**src/rtl/gfla_pkg.sv**
```systemverilog
`default_nettype none

package gfla_pkg;

   // payload and register widths
   localparam int MODE_W   = 2;
   localparam int HANDLE_W = 8;
   localparam int SIZE_W   = 9;
   localparam int CSR_W    = 2;

   typedef logic [MODE_W-1:0]   mode_type;
   typedef logic [HANDLE_W-1:0] handle_type;
   typedef logic [SIZE_W-1:0]   size_type;
   typedef logic [CSR_W-1:0]    csr_index_type;

   // request modes
   localparam mode_type MODE_ALLOC = 2'd0;
   localparam mode_type MODE_FREE  = 2'd1;
   localparam mode_type MODE_INIT  = 2'd2;

   // register indexes
   localparam csr_index_type CSR_INITIAL_SIZE = 2'd0;
   localparam csr_index_type CSR_MAX_SIZE     = 2'd1;
   localparam csr_index_type CSR_EXPANSION    = 2'd2;

   // register reset values
   localparam size_type RST_INITIAL_SIZE = 9'd64;
   localparam size_type RST_MAX_SIZE     = 9'd256;
   localparam size_type RST_EXPANSION    = 9'd32;

endpackage

`default_nettype wire

```
**src/rtl/gfla_ram.sv**
```systemverilog
`default_nettype none

module gfla_ram #(
   parameter int WIDTH = 9,
   parameter int DEPTH = 256
) (
   input  wire logic                                   clock,
   input  wire logic                                   we,
   input  wire logic [((DEPTH > 1) ? $clog2(DEPTH) : 1)-1:0] waddr,
   input  wire logic [WIDTH-1:0]                       wdata,
   input  wire logic                                   re,
   input  wire logic [((DEPTH > 1) ? $clog2(DEPTH) : 1)-1:0] raddr,
   output logic      [WIDTH-1:0]                       rdata
);

   logic [WIDTH-1:0] mem [DEPTH];

   always_ff @(posedge clock) begin
      if (we) begin
         mem[waddr] <= wdata;
      end
      if (re) begin
         rdata <= mem[raddr];
      end
   end

endmodule

`default_nettype wire

```
**src/rtl/growable_free_list_allocator_top.sv**
```systemverilog
`default_nettype none

// Handle allocator over a singly linked free list kept in one link memory
// (MAX_ENTRIES words, one read and one write port, registered read). The
// head of the list and the link stored at the head are held in registers,
// so a free needs no memory read and an allocate reads one link: the
// accept cycle reads the link of the next free handle out of the memory and
// the following cycle retires the pop. When an allocate leaves one handle or
// none free and the pool is below max_size, the pool grows by
// expansion_increment (clamped to max_size and to MAX_ENTRIES); the new
// handles are chained one memory write per cycle, and a reinitialize links
// its handles the same way. After reset the block links its first
// min(64, MAX_ENTRIES) handles before the first request beat is taken;
// register writes are taken at any time. The response of every request
// sits in an output register; a new request is taken when the engine is
// idle and that register is empty or being drained in the same cycle.
module growable_free_list_allocator_top #(
   parameter int MAX_ENTRIES = 256
) (
   input  wire logic                    clock,
   input  wire logic                    reset,

   // request channel
   input  wire logic                    req_valid,
   output logic                         req_ready,
   input  wire gfla_pkg::mode_type      req_mode,
   input  wire gfla_pkg::handle_type    req_handle,

   // response channel
   output logic                         rsp_valid,
   input  wire logic                    rsp_ready,
   output gfla_pkg::handle_type         rsp_result_handle,
   output logic                         rsp_ok,
   output gfla_pkg::size_type           rsp_pool_size,

   // register write channel
   input  wire logic                    csr_valid,
   output logic                         csr_ready,
   input  wire gfla_pkg::csr_index_type csr_index,
   input  wire gfla_pkg::size_type      csr_data
);

   import gfla_pkg::*;

   // memory address and link widths; the null link is MAX_ENTRIES itself
   localparam int AW = (MAX_ENTRIES > 1) ? $clog2(MAX_ENTRIES) : 1;
   localparam int LW = $clog2(MAX_ENTRIES + 1);
   localparam logic [LW-1:0] NULL_LINK = LW'(MAX_ENTRIES);

   // a pool can never exceed either the memory or the size field
   localparam int SIZE_CAP_I = (MAX_ENTRIES > 511) ? 511 : MAX_ENTRIES;
   localparam size_type SIZE_CAP = SIZE_W'(SIZE_CAP_I);

   // pool built at reset: min(64, MAX_ENTRIES) handles
   localparam int RST_SIZE_I = (MAX_ENTRIES > 64) ? 64 : MAX_ENTRIES;
   localparam size_type RST_SIZE = SIZE_W'(RST_SIZE_I);
   localparam logic [LW-1:0] RST_HEAD_NEXT = (RST_SIZE_I > 1) ? LW'(1) : NULL_LINK;

   typedef enum logic [1:0] {
      S_IDLE,
      S_ALLOC,
      S_CHAIN
   } state_type;

   state_type  state_ff, state_in;

   // list state
   logic [LW-1:0] head_ff, head_in;            // first free handle
   logic [LW-1:0] head_next_ff, head_next_in;  // copy of the link stored at head
   size_type      size_ff, size_in;

   // chain sweep: links cnt..end-1 in ascending order
   size_type      cnt_ff, cnt_in;
   size_type      end_ff, end_in;

   // registers
   size_type      initial_size_ff, initial_size_in;
   size_type      max_size_ff, max_size_in;
   size_type      expansion_ff, expansion_in;

   // response register
   logic          rsp_valid_ff, rsp_valid_in;
   handle_type    rsp_handle_ff, rsp_handle_in;
   logic          rsp_ok_ff, rsp_ok_in;
   size_type      rsp_size_ff, rsp_size_in;

   // link memory port
   logic          mem_we;
   logic [AW-1:0] mem_waddr;
   logic [LW-1:0] mem_wdata;
   logic          mem_re;
   logic [AW-1:0] mem_raddr;
   logic [LW-1:0] mem_rdata;

   // working values
   size_type      eff_max;
   size_type      init_size;
   logic          out_free;
   logic          req_beat;
   logic          pop_ok;
   logic [LW-1:0] new_head;
   logic [LW-1:0] new_next;
   logic          few_left;
   logic          grow;
   logic [SIZE_W:0] grown_sum;
   size_type      grown;
   logic [SIZE_W:0] size_plus1;
   logic [SIZE_W:0] cnt_plus1;

   gfla_ram #(
      .WIDTH (LW),
      .DEPTH (MAX_ENTRIES)
   ) u_link_ram (
      .clock (clock),
      .we    (mem_we),
      .waddr (mem_waddr),
      .wdata (mem_wdata),
      .re    (mem_re),
      .raddr (mem_raddr),
      .rdata (mem_rdata)
   );

   assign csr_ready = 1'b1;

   // output register is free when empty or drained this cycle
   assign out_free  = !rsp_valid_ff || rsp_ready;
   assign req_ready = (state_ff == S_IDLE) && out_free;
   assign req_beat  = req_valid && req_ready;

   assign rsp_valid         = rsp_valid_ff;
   assign rsp_result_handle = rsp_handle_ff;
   assign rsp_ok            = rsp_ok_ff;
   assign rsp_pool_size     = rsp_size_ff;

   // max_size and the increment are read live at every growth
   assign eff_max   = (max_size_ff < SIZE_CAP) ? max_size_ff : SIZE_CAP;
   assign init_size = (initial_size_ff < eff_max) ? initial_size_ff : eff_max;

   // pop evaluation, valid in S_ALLOC when the link read has returned
   assign pop_ok     = (head_ff != NULL_LINK);
   assign new_head   = pop_ok ? head_next_ff : NULL_LINK;
   assign new_next   = (new_head == NULL_LINK) ? NULL_LINK : mem_rdata;
   assign few_left   = (new_head == NULL_LINK) || (new_next == NULL_LINK);
   assign grow       = few_left && (size_ff < eff_max) && (expansion_ff != '0);
   assign grown_sum  = {1'b0, size_ff} + {1'b0, expansion_ff};
   assign grown      = (grown_sum > {1'b0, eff_max}) ? eff_max : grown_sum[SIZE_W-1:0];
   assign size_plus1 = {1'b0, size_ff} + 1'b1;
   assign cnt_plus1  = {1'b0, cnt_ff} + 1'b1;

   always_comb begin
      state_in        = state_ff;
      head_in         = head_ff;
      head_next_in    = head_next_ff;
      size_in         = size_ff;
      cnt_in          = cnt_ff;
      end_in          = end_ff;
      initial_size_in = initial_size_ff;
      max_size_in     = max_size_ff;
      expansion_in    = expansion_ff;
      rsp_valid_in    = rsp_valid_ff && !rsp_ready;
      rsp_handle_in   = rsp_handle_ff;
      rsp_ok_in       = rsp_ok_ff;
      rsp_size_in     = rsp_size_ff;
      mem_we          = 1'b0;
      mem_waddr       = AW'(cnt_ff);
      mem_wdata       = NULL_LINK;
      mem_re          = 1'b0;
      mem_raddr       = AW'(head_next_ff);

      if (csr_valid && csr_ready) begin
         unique case (csr_index)
            CSR_INITIAL_SIZE: initial_size_in = csr_data;
            CSR_MAX_SIZE:     max_size_in     = csr_data;
            CSR_EXPANSION:    expansion_in    = csr_data;
            default: ;  // unused index, write dropped
         endcase
      end

      unique case (state_ff)
         S_IDLE: begin
            if (req_beat) begin
               case (req_mode)
                  MODE_ALLOC: begin
                     // fetch the link of the handle that becomes the head
                     mem_re   = (head_next_ff != NULL_LINK);
                     state_in = S_ALLOC;
                  end
                  MODE_FREE: begin
                     // size never exceeds the memory depth, so this bounds the index too
                     rsp_valid_in  = 1'b1;
                     rsp_handle_in = '0;
                     rsp_size_in   = size_ff;
                     rsp_ok_in     = ({1'b0, req_handle} < size_ff);
                     if ({1'b0, req_handle} < size_ff) begin
                        mem_we       = 1'b1;
                        mem_waddr    = AW'(req_handle);
                        mem_wdata    = head_ff;
                        head_in      = LW'(req_handle);
                        head_next_in = head_ff;
                     end
                  end
                  MODE_INIT: begin
                     size_in       = init_size;
                     head_in       = (init_size != '0) ? '0 : NULL_LINK;
                     head_next_in  = (init_size > 9'd1) ? LW'(1) : NULL_LINK;
                     cnt_in        = '0;
                     end_in        = init_size;
                     state_in      = (init_size != '0) ? S_CHAIN : S_IDLE;
                     rsp_valid_in  = 1'b1;
                     rsp_handle_in = '0;
                     rsp_ok_in     = 1'b1;
                     rsp_size_in   = init_size;
                  end
                  default: begin
                     // unused mode: refused, nothing changes
                     rsp_valid_in  = 1'b1;
                     rsp_handle_in = '0;
                     rsp_ok_in     = 1'b0;
                     rsp_size_in   = size_ff;
                  end
               endcase
            end
         end

         S_ALLOC: begin
            // output register was drained when this request was taken
            rsp_valid_in  = 1'b1;
            rsp_handle_in = pop_ok ? HANDLE_W'(head_ff) : '0;
            rsp_ok_in     = pop_ok;
            if (grow) begin
               size_in     = grown;
               rsp_size_in = grown;
               cnt_in      = size_ff;
               end_in      = grown;
               state_in    = S_CHAIN;
               if (new_head == NULL_LINK) begin
                  // list was empty: the new chain becomes the list
                  head_in      = LW'(size_ff);
                  head_next_in = (size_plus1 < {1'b0, grown}) ? LW'(size_plus1) : NULL_LINK;
               end else begin
                  // hang the new chain behind the one remaining free handle
                  mem_we       = 1'b1;
                  mem_waddr    = AW'(new_head);
                  mem_wdata    = LW'(size_ff);
                  head_in      = new_head;
                  head_next_in = LW'(size_ff);
               end
            end else begin
               head_in      = new_head;
               head_next_in = new_next;
               rsp_size_in  = size_ff;
               state_in     = S_IDLE;
            end
         end

         S_CHAIN: begin
            mem_we    = 1'b1;
            mem_waddr = AW'(cnt_ff);
            mem_wdata = (cnt_plus1 < {1'b0, end_ff}) ? LW'(cnt_plus1) : NULL_LINK;
            cnt_in    = cnt_plus1[SIZE_W-1:0];
            if (cnt_plus1 >= {1'b0, end_ff}) begin
               state_in = S_IDLE;
            end
         end

         default: state_in = S_IDLE;
      endcase
   end

   always_ff @(posedge clock) begin
      state_ff        <= state_in;
      head_ff         <= head_in;
      head_next_ff    <= head_next_in;
      size_ff         <= size_in;
      cnt_ff          <= cnt_in;
      end_ff          <= end_in;
      initial_size_ff <= initial_size_in;
      max_size_ff     <= max_size_in;
      expansion_ff    <= expansion_in;
      rsp_valid_ff    <= rsp_valid_in;
      rsp_handle_ff   <= rsp_handle_in;
      rsp_ok_ff       <= rsp_ok_in;
      rsp_size_ff     <= rsp_size_in;
      if (reset) begin
         // link the reset pool before taking requests
         state_ff        <= S_CHAIN;
         head_ff         <= '0;
         head_next_ff    <= RST_HEAD_NEXT;
         size_ff         <= RST_SIZE;
         cnt_ff          <= '0;
         end_ff          <= RST_SIZE;
         initial_size_ff <= RST_INITIAL_SIZE;
         max_size_ff     <= RST_MAX_SIZE;
         expansion_ff    <= RST_EXPANSION;
         rsp_valid_ff    <= 1'b0;
      end
   end

endmodule

`default_nettype wire

```
**config.mk**
```make
export PLATFORM = sky130hd
export DESIGN_NAME = growable_free_list_allocator_top
export DESIGN_NICKNAME = d
export VERILOG_FILES = /design/src/rtl/gfla_pkg.sv /design/src/rtl/gfla_ram.sv /design/src/rtl/growable_free_list_allocator_top.sv
export SDC_FILE = /design/constraint.sdc
export NUM_CORES = 2
export LEC_CHECK = 0
export ABC_CLOCK_PERIOD_IN_PS = 15400
export BUFFER_PORTS_ARGS = -buffer_cell sky130_fd_sc_hd__clkbuf_2
export CORE_ASPECT_RATIO = 1.2
export CORE_MARGIN = 2
export CORE_UTILIZATION = 53
export DETAILED_ROUTE_END_ITERATION = 6
export GPL_TIMING_DRIVEN = 0
export PLACE_DENSITY = 0.68
export SLEW_MARGIN = 30
export SYNTH_ARGS = -nofsm -noshare
export SYNTH_HDL_FRONTEND = slang
export SYNTH_HIERARCHICAL = 1
export SYNTH_SLANG_ARGS = --single-unit
```
**constraint.sdc**
```tcl
create_clock -name clock -period 15.4 [get_ports clock]
set_clock_uncertainty 0.05 [all_clocks]
set_input_delay 3.08 -clock clock [delete_from_list [all_inputs] [get_ports clock]]
set_output_delay 3.08 -clock clock [all_outputs]
set_load 0.02 [all_outputs]
```
# Word-level counts from Yosys, hierarchy flattened
# Memory sizes are Yosys's and may differ from the RTL's. A register that Yosys moved wholly into a read port is not among the register bits.
# Index checks and enable logic that the tools add are counted.
[totals]
ff_bits = 93
ramBits = 2304
word_cells = 142
n_memories = 1
[op_classes]
add_sub_neg = 3
order_cmp = 9
eq_ne = 18
mux = 73
reduce_logical = 25
[mem_list]
columns = ["name", "words", "width", "rd", "rd_ports_with_merged_regs", "write_ports", "line_no", "rtl"]
rows = [
  ["u_link_ram.mem", 256, 9, 1, 1, 1, "gfla_ram.sv:16", "logic [WIDTH-1:0] mem [DEPTH];"],
]
[op_table]
columns = ["op", "n"]
rows = [
  ["9-bit 2-to-1 mux", 30],
  ["9-bit case mux with 2 select lines", 8],
  ["8-bit 2-to-1 mux", 8],
  ["9-bit case mux with 3 select lines", 2],
  ["8-bit case mux with 2 select lines", 2],
  ["9-bit by 1-bit adder with 10-bit output (second input constant)", 2],
  ["10-bit by 9-bit < comparator with 1-bit output", 2],
  ["9-bit == test (second input constant)", 2],
  ["9-bit < comparator", 2],
  ["9-bit inequality test (second input constant)", 2],
  ["9-bit nonzero test", 2],
  ["1-bit 2-to-1 mux", 13],
  ["4-bit AND reduction", 3],
  ["9-bit by 9-bit adder with 10-bit output", 1],
  ["10-bit by 9-bit >= comparator with 1-bit output", 1],
  ["10-bit by 9-bit > comparator with 1-bit output", 1],
  ["9-bit by 1-bit > comparator with 1-bit output (second input constant)", 1],
  ["8-bit by 9-bit < comparator with 1-bit output", 1],
  ["9-bit < comparator (second input constant)", 1],
  ["3-bit AND reduction", 3],
  ["2-bit 2-to-1 mux", 4],
  ["2-bit inequality test (second input constant)", 4],
  ["2-bit by 1-bit == test with 1-bit output (second input constant)", 3],
  ["2-bit == test (second input constant)", 3],
  ["other kinds (14)", 27],
]

# Depth between registers and ports, before layout
[logic_depth]
word_depth = 12
mapped_depth = 22
depth_no_buf = 20

# Hierarchy
# Netlist, hierarchy kept.
[modules_own_cells]
columns = ["module", "instances", "cells_each", "area_per_inst_um2", "seq_area_each_um2"]
rows = [
  ["gfla_ram", 1, 4237, 89368.2, 69456.6],
  ["growable_free_list_allocator_top", 1, 817, 7043.0, 2042.0],
]

# Least setup slack after synthesis
# OpenSTA, ideal clock, no wires.
[synth_path]
path_type = "in2reg"
startpoint = "in req_handle[1]"
endpoint = "mem u_link_ram.mem[0][1], data pin"
arrival_time_ps = 11441
required_ps = 13775
setup_slack_ps = 2335
path_stages = 8
path_buffers = 1
path_cell_list = "ha_1 -> a2111o_1 -> a31oi_1 -> nand2_1 -> nor2_2 -> buf_2 -> a32oi_1 -> a21oi_1"
[synth_via]
elab_chain_cells = 5
[synth_lines]
columns = ["item", "line_no", "rtl"]
rows = [
  ["start: declaration", "growable_free_list_allocator_top.sv:27", "input wire gfla_pkg::handle_type req_handle,"],
  ["8-bit by 9-bit < comparator with 1-bit output", "growable_free_list_allocator_top.sv:194", "if ({1'b0, req_handle} < size_ff) begin"],
  ["9-bit 2-to-1 mux", "growable_free_list_allocator_top.sv:194", ""],
  ["9-bit 2-to-1 mux", "growable_free_list_allocator_top.sv:182", "case (req_mode)"],
  ["9-bit 2-to-1 mux", "growable_free_list_allocator_top.sv:181", "if (req_beat) begin"],
  ["9-bit case mux with 3 select lines", "growable_free_list_allocator_top.sv:179", "unique case (state_ff)"],
  ["named net mem_wdata[1]", "growable_free_list_allocator_top.sv:90", "logic [LW-1:0] mem_wdata;"],
  ["end: declaration", "gfla_ram.sv:16", ""],
]
# The timed path passes the listed nets, and every way through them passes these cells.

# Final worst setup path
[layout_path]
startpoint = "in req_handle[6]"
endpoint = "mem u_link_ram.mem[130][6] (enable)"
[layout_via]
elab_chain_cells = 7
word_cells_on_any_way = 11
cone_classes = "order compare (1); mux (10)"
[layout_lines]
columns = ["item", "line_no", "rtl"]
rows = [
  ["8-bit by 9-bit < comparator with 1-bit output", "growable_free_list_allocator_top.sv:194", ""],
  ["1-bit 2-to-1 mux", "growable_free_list_allocator_top.sv:194", ""],
  ["1-bit 2-to-1 mux", "growable_free_list_allocator_top.sv:182", ""],
  ["1-bit 2-to-1 mux", "growable_free_list_allocator_top.sv:181", ""],
  ["1-bit case mux with 3 select lines", "growable_free_list_allocator_top.sv:179", ""],
  ["named net mem_we", "growable_free_list_allocator_top.sv:88", "logic mem_we;"],
  ["1-bit 2-to-1 mux", "gfla_ram.sv:19", "if (we) begin"],
  ["1-bit 2-to-1 mux (not written as such)", "gfla_ram.sv:20", "mem[waddr] <= wdata;"],
]
# The timed path passes the listed nets, and every way through them passes these cells.

==> qor.csv <==
metric;value;unit
Post-CTS Setup Inserts;0;
Final WS setup;6.98;ns
RSZ-0062 raised after global routing;false;
Top cell by count, worst path;nor3_1;
flop-to-flop setup slack;7.96;ns
pre-CTS setup slack;6.43;ns
worst path bufs/invs;5;
Power Dens Cells;140;nW/µm²
sequential area share after synthesis;74.2;%
Synth top area share;72.6;%
Area Growth Syn to Fin;14.2;%
Buffers on Ports;45;
die area;185000;µm²
Synth Register Bits;2406;
status;finished, final reports clean;
top cells by area, synth;edfxtp_1, mux4_2, mux2i_1;
Clock Path Buffers;3;
max incr delay on CP;0.95;ns
cts hold-fix bufs;0;
vias per cell;6.89;
nature of the critical path endpoint;register;
hpwl dp;226000;µm
setup_tns;0;ns
CP delay by family, top;simple AND/OR/NAND/NOR gates;
DRT Pass-1 Iters;7;
number of global-route vias before repair;53000;
max-slew violations;0;
synthesized area;96400;µm²
HP Start;end_ff[3];
largest net degree at the start of global routing;57;
most common cell in the netlist;edfxtp_1;
final wirelength;318000;µm
Final Hold Slack;0.429;ns
largest family of logic cells by synthesized area;multiplexers;
num rows;171;
Util after Layout;60.9;%
Min-Delay Path Class;register to register;
simple-gate portion of the synthesized area;3.64;%
CTS tree;yes;
Hold Fails Final Rpt;0;
Die Span Y;471;µm
Syn Inst Count;5054;
EDFF count, synth;2331;
total number of H-tree levels;4;
Worst Hold Endpoint;end_ff[3];
area leader, netlist;edfxtp_1;
Total GRT Usage;34.2;%
first-pass GRT wire length;431000;µm
PostCTS Resize Cnt;0;
Core Box Area;181000;µm²
most common flop cell mapped by yosys;edfxtp_1;
Finished Layout Cells;8040;
nets;5519;
Post-synth ARST share;0;%
drt drc;0;
root buffer cell;clkbuf_16;
Chip Width;393;µm
Worst Hold Depth;2;
initial drt markers;9124;
CP arrival;8.90;ns
crit path max fanout;10;
Adder-Cell Fraction of Synth Area;0.890;%
worst slew pin tran;1.20;ns
Tmin final;8.42;ns
critical path startpoint category;input port;
crit path kind;input port to register;
Clock transition at path regs;0.07;ns
Num CTS Buffers;220;
cell depth of the worst flop-to-flop path;15;
total grt overflow;0;
Synth Net Count;5148;
num ports;47;
IR Drop Worst-Case VDD;0.134;mV
Yosys warning count;6;
leak pwr;37.7;nW
post-route ant nets;0;
Compound-Gate Fraction of Synth Area;5.33;%
starting density of the core;53.3;%
Slew headroom;19.9;%
Final GP Congestion;1.03;
clk_lat worst skew;0.92;ns
post-synthesis mux area share;13.8;%
initial antenna violation count;14;
Filler Cells Inserted;12700;
Commonest cells post-synth;edfxtp_1, mux4_2, nor2_1;
max-cap viol count;0;
clk sinks;2406;
WP data required;15.87;ns
CP Cell Sequence;clkbuf_2 -> ha_1 -> nor3_1 -> nor3_1 -> a31oi_1 -> nand2_1 -> nor2_2 -> buf_2 -> nor3_1 -> nor2_1 -> clkbuf_1 -> clkbuf_1 -> nand3_1 -> clkbuf_2 -> nor2_1;
Unique masters post-synth;99;
CP max stage cell;nor2_1;
Worst R2R Start;max_size_ff[8];
mean post-synth cell area;19.1;µm²
wire per inst;39.6;µm
period utilisation layout;54.7;%
Via Count;55400;
Inst Count DP;7623;
share of cells above drive strength 1;23.0;%
R2R Path End;u_link_ram/mem[130][6];
XOR/XNOR share of the synthesized area;0.182;%
Max Clk Rate;119;MHz
final setup vio count;0;
[flip-flops by register name, summed over array words and instances (netlist names)]
name               count
u_link_ram/mem      2304
cnt_ff                 9
end_ff                 9
expansion_ff           9
head_ff                9
head_next_ff           9
initial_size_ff        9
max_size_ff            9
rsp_pool_size          9
size_ff                9
u_link_ram/rdata       9
rsp_result_handle      8
state_ff               2
rsp_ok                 1
rsp_valid              1
[worst max path at each step]
stage,cells after the start,end,startpoint,slack (ns)
after floorplan,8,u_link_ram/mem[0][1],req_handle[1],2.33
after global placement,10,u_link_ram/mem[18][1],req_handle[6],-7.20
after detailed placement,14,u_link_ram/mem[66][1],req_handle[1],6.43
after CTS,14,u_link_ram/mem[66][1],req_handle[1],7.34
after global routing,15,u_link_ram/mem[210][1],req_handle[6],6.96
final,15,u_link_ram/mem[130][6],req_handle[6],6.98
[logic make-up (layout without fill, tap and decap cells)]
logic type               count (synthesis)  count (layout)
AO/OA/AOI/OAI                          724             724
XOR/XNOR                                20              20
adder cells (fa/ha/maj)                 68              68
buffers and inverters                  358             918
flip-flops                            2406            2406
multiplexers                           724             724
other                                    1               5
AND/OR/NAND/NOR                        753             753
[worst register-to-register path, stage by stage, from the launching register on]
cell and delay [ns]:
dfxtp_1 0.36, buf_2 0.21, nor2b_1 0.40, inv_1 0.19, ha_1 0.25, nor3_1 0.33
a211oi_4 0.18, a2111oi_4 0.70, clkbuf_1 0.43, nor3_1 0.10, nor2_1 0.54, clkbuf_1 0.44
clkbuf_1 0.37, nand3_1 0.83, clkbuf_2 0.73, nor2_1 0.96
[cell type report]
cell class                 count  area (µm²)  area share [%]
multi-input combinational   2290       23400            21.3
sequential                  2406       71500            64.9
clock inverter               141        1580            1.44
buffer                       305        1810            1.65
antenna                        4        10.0         0.00909
timing repair buffer         149        2880            2.61
inverter                      53         200           0.182
clock buffer                 270        5700            5.18
tap                         2422        3030            2.75
[power by group]
group,internal [mW],switching [mW]
logic,0.630,1.55
clock network,3.03,2.48
registers,7.72,0.0315
total,11.4,4.06
[per-stage QoR]
step	area, µm²	power, mW
after floorplan	96400	8.93
after global placement	99700	9.88
after detailed placement	103000	9.97
after CTS	110000	15.4
after global routing	110000	15.7
final	110000	15.4
[per-layer routing]
metal | part of all wire (%) | routed length, µm | GRT usage, % | vias up
met5 | 0.025 | 81 | 0 | -
met4 | 7.6 | 24200 | 21.3 | 12
met3 | 13 | 41500 | 9.82 | 836
met2 | 46 | 145000 | 52.6 | 4185
met1 | 34 | 107000 | 43.1 | 28700
li1 | - | - | - | 21600
[cells in the final DEF, fill, tap and decap left out, types with 26 or more instances in the layout]
master / count
a211oi_1: 26
a21oi_1: 133
a22o_1: 31
a22oi_1: 174
buf_16: 85
buf_2: 69
buf_4: 31
buf_6: 26
clkbuf_1: 164
clkbuf_16: 220
clkbuf_2: 80
clkinv_1: 45
clkinv_2: 51
dfxtp_1: 75
edfxtp_1: 2331
ha_1: 67
inv_1: 50
mux2_2: 26
mux2i_1: 222
mux4_2: 467
nand2_1: 89
nand3_1: 56
nand4_1: 34
nor2_1: 275
nor2_2: 90
nor2b_1: 37
nor3_1: 42
o21ai_0: 66
o221ai_1: 44
o22ai_1: 77
Note: power is estimated with default switching activity, not from simulation.
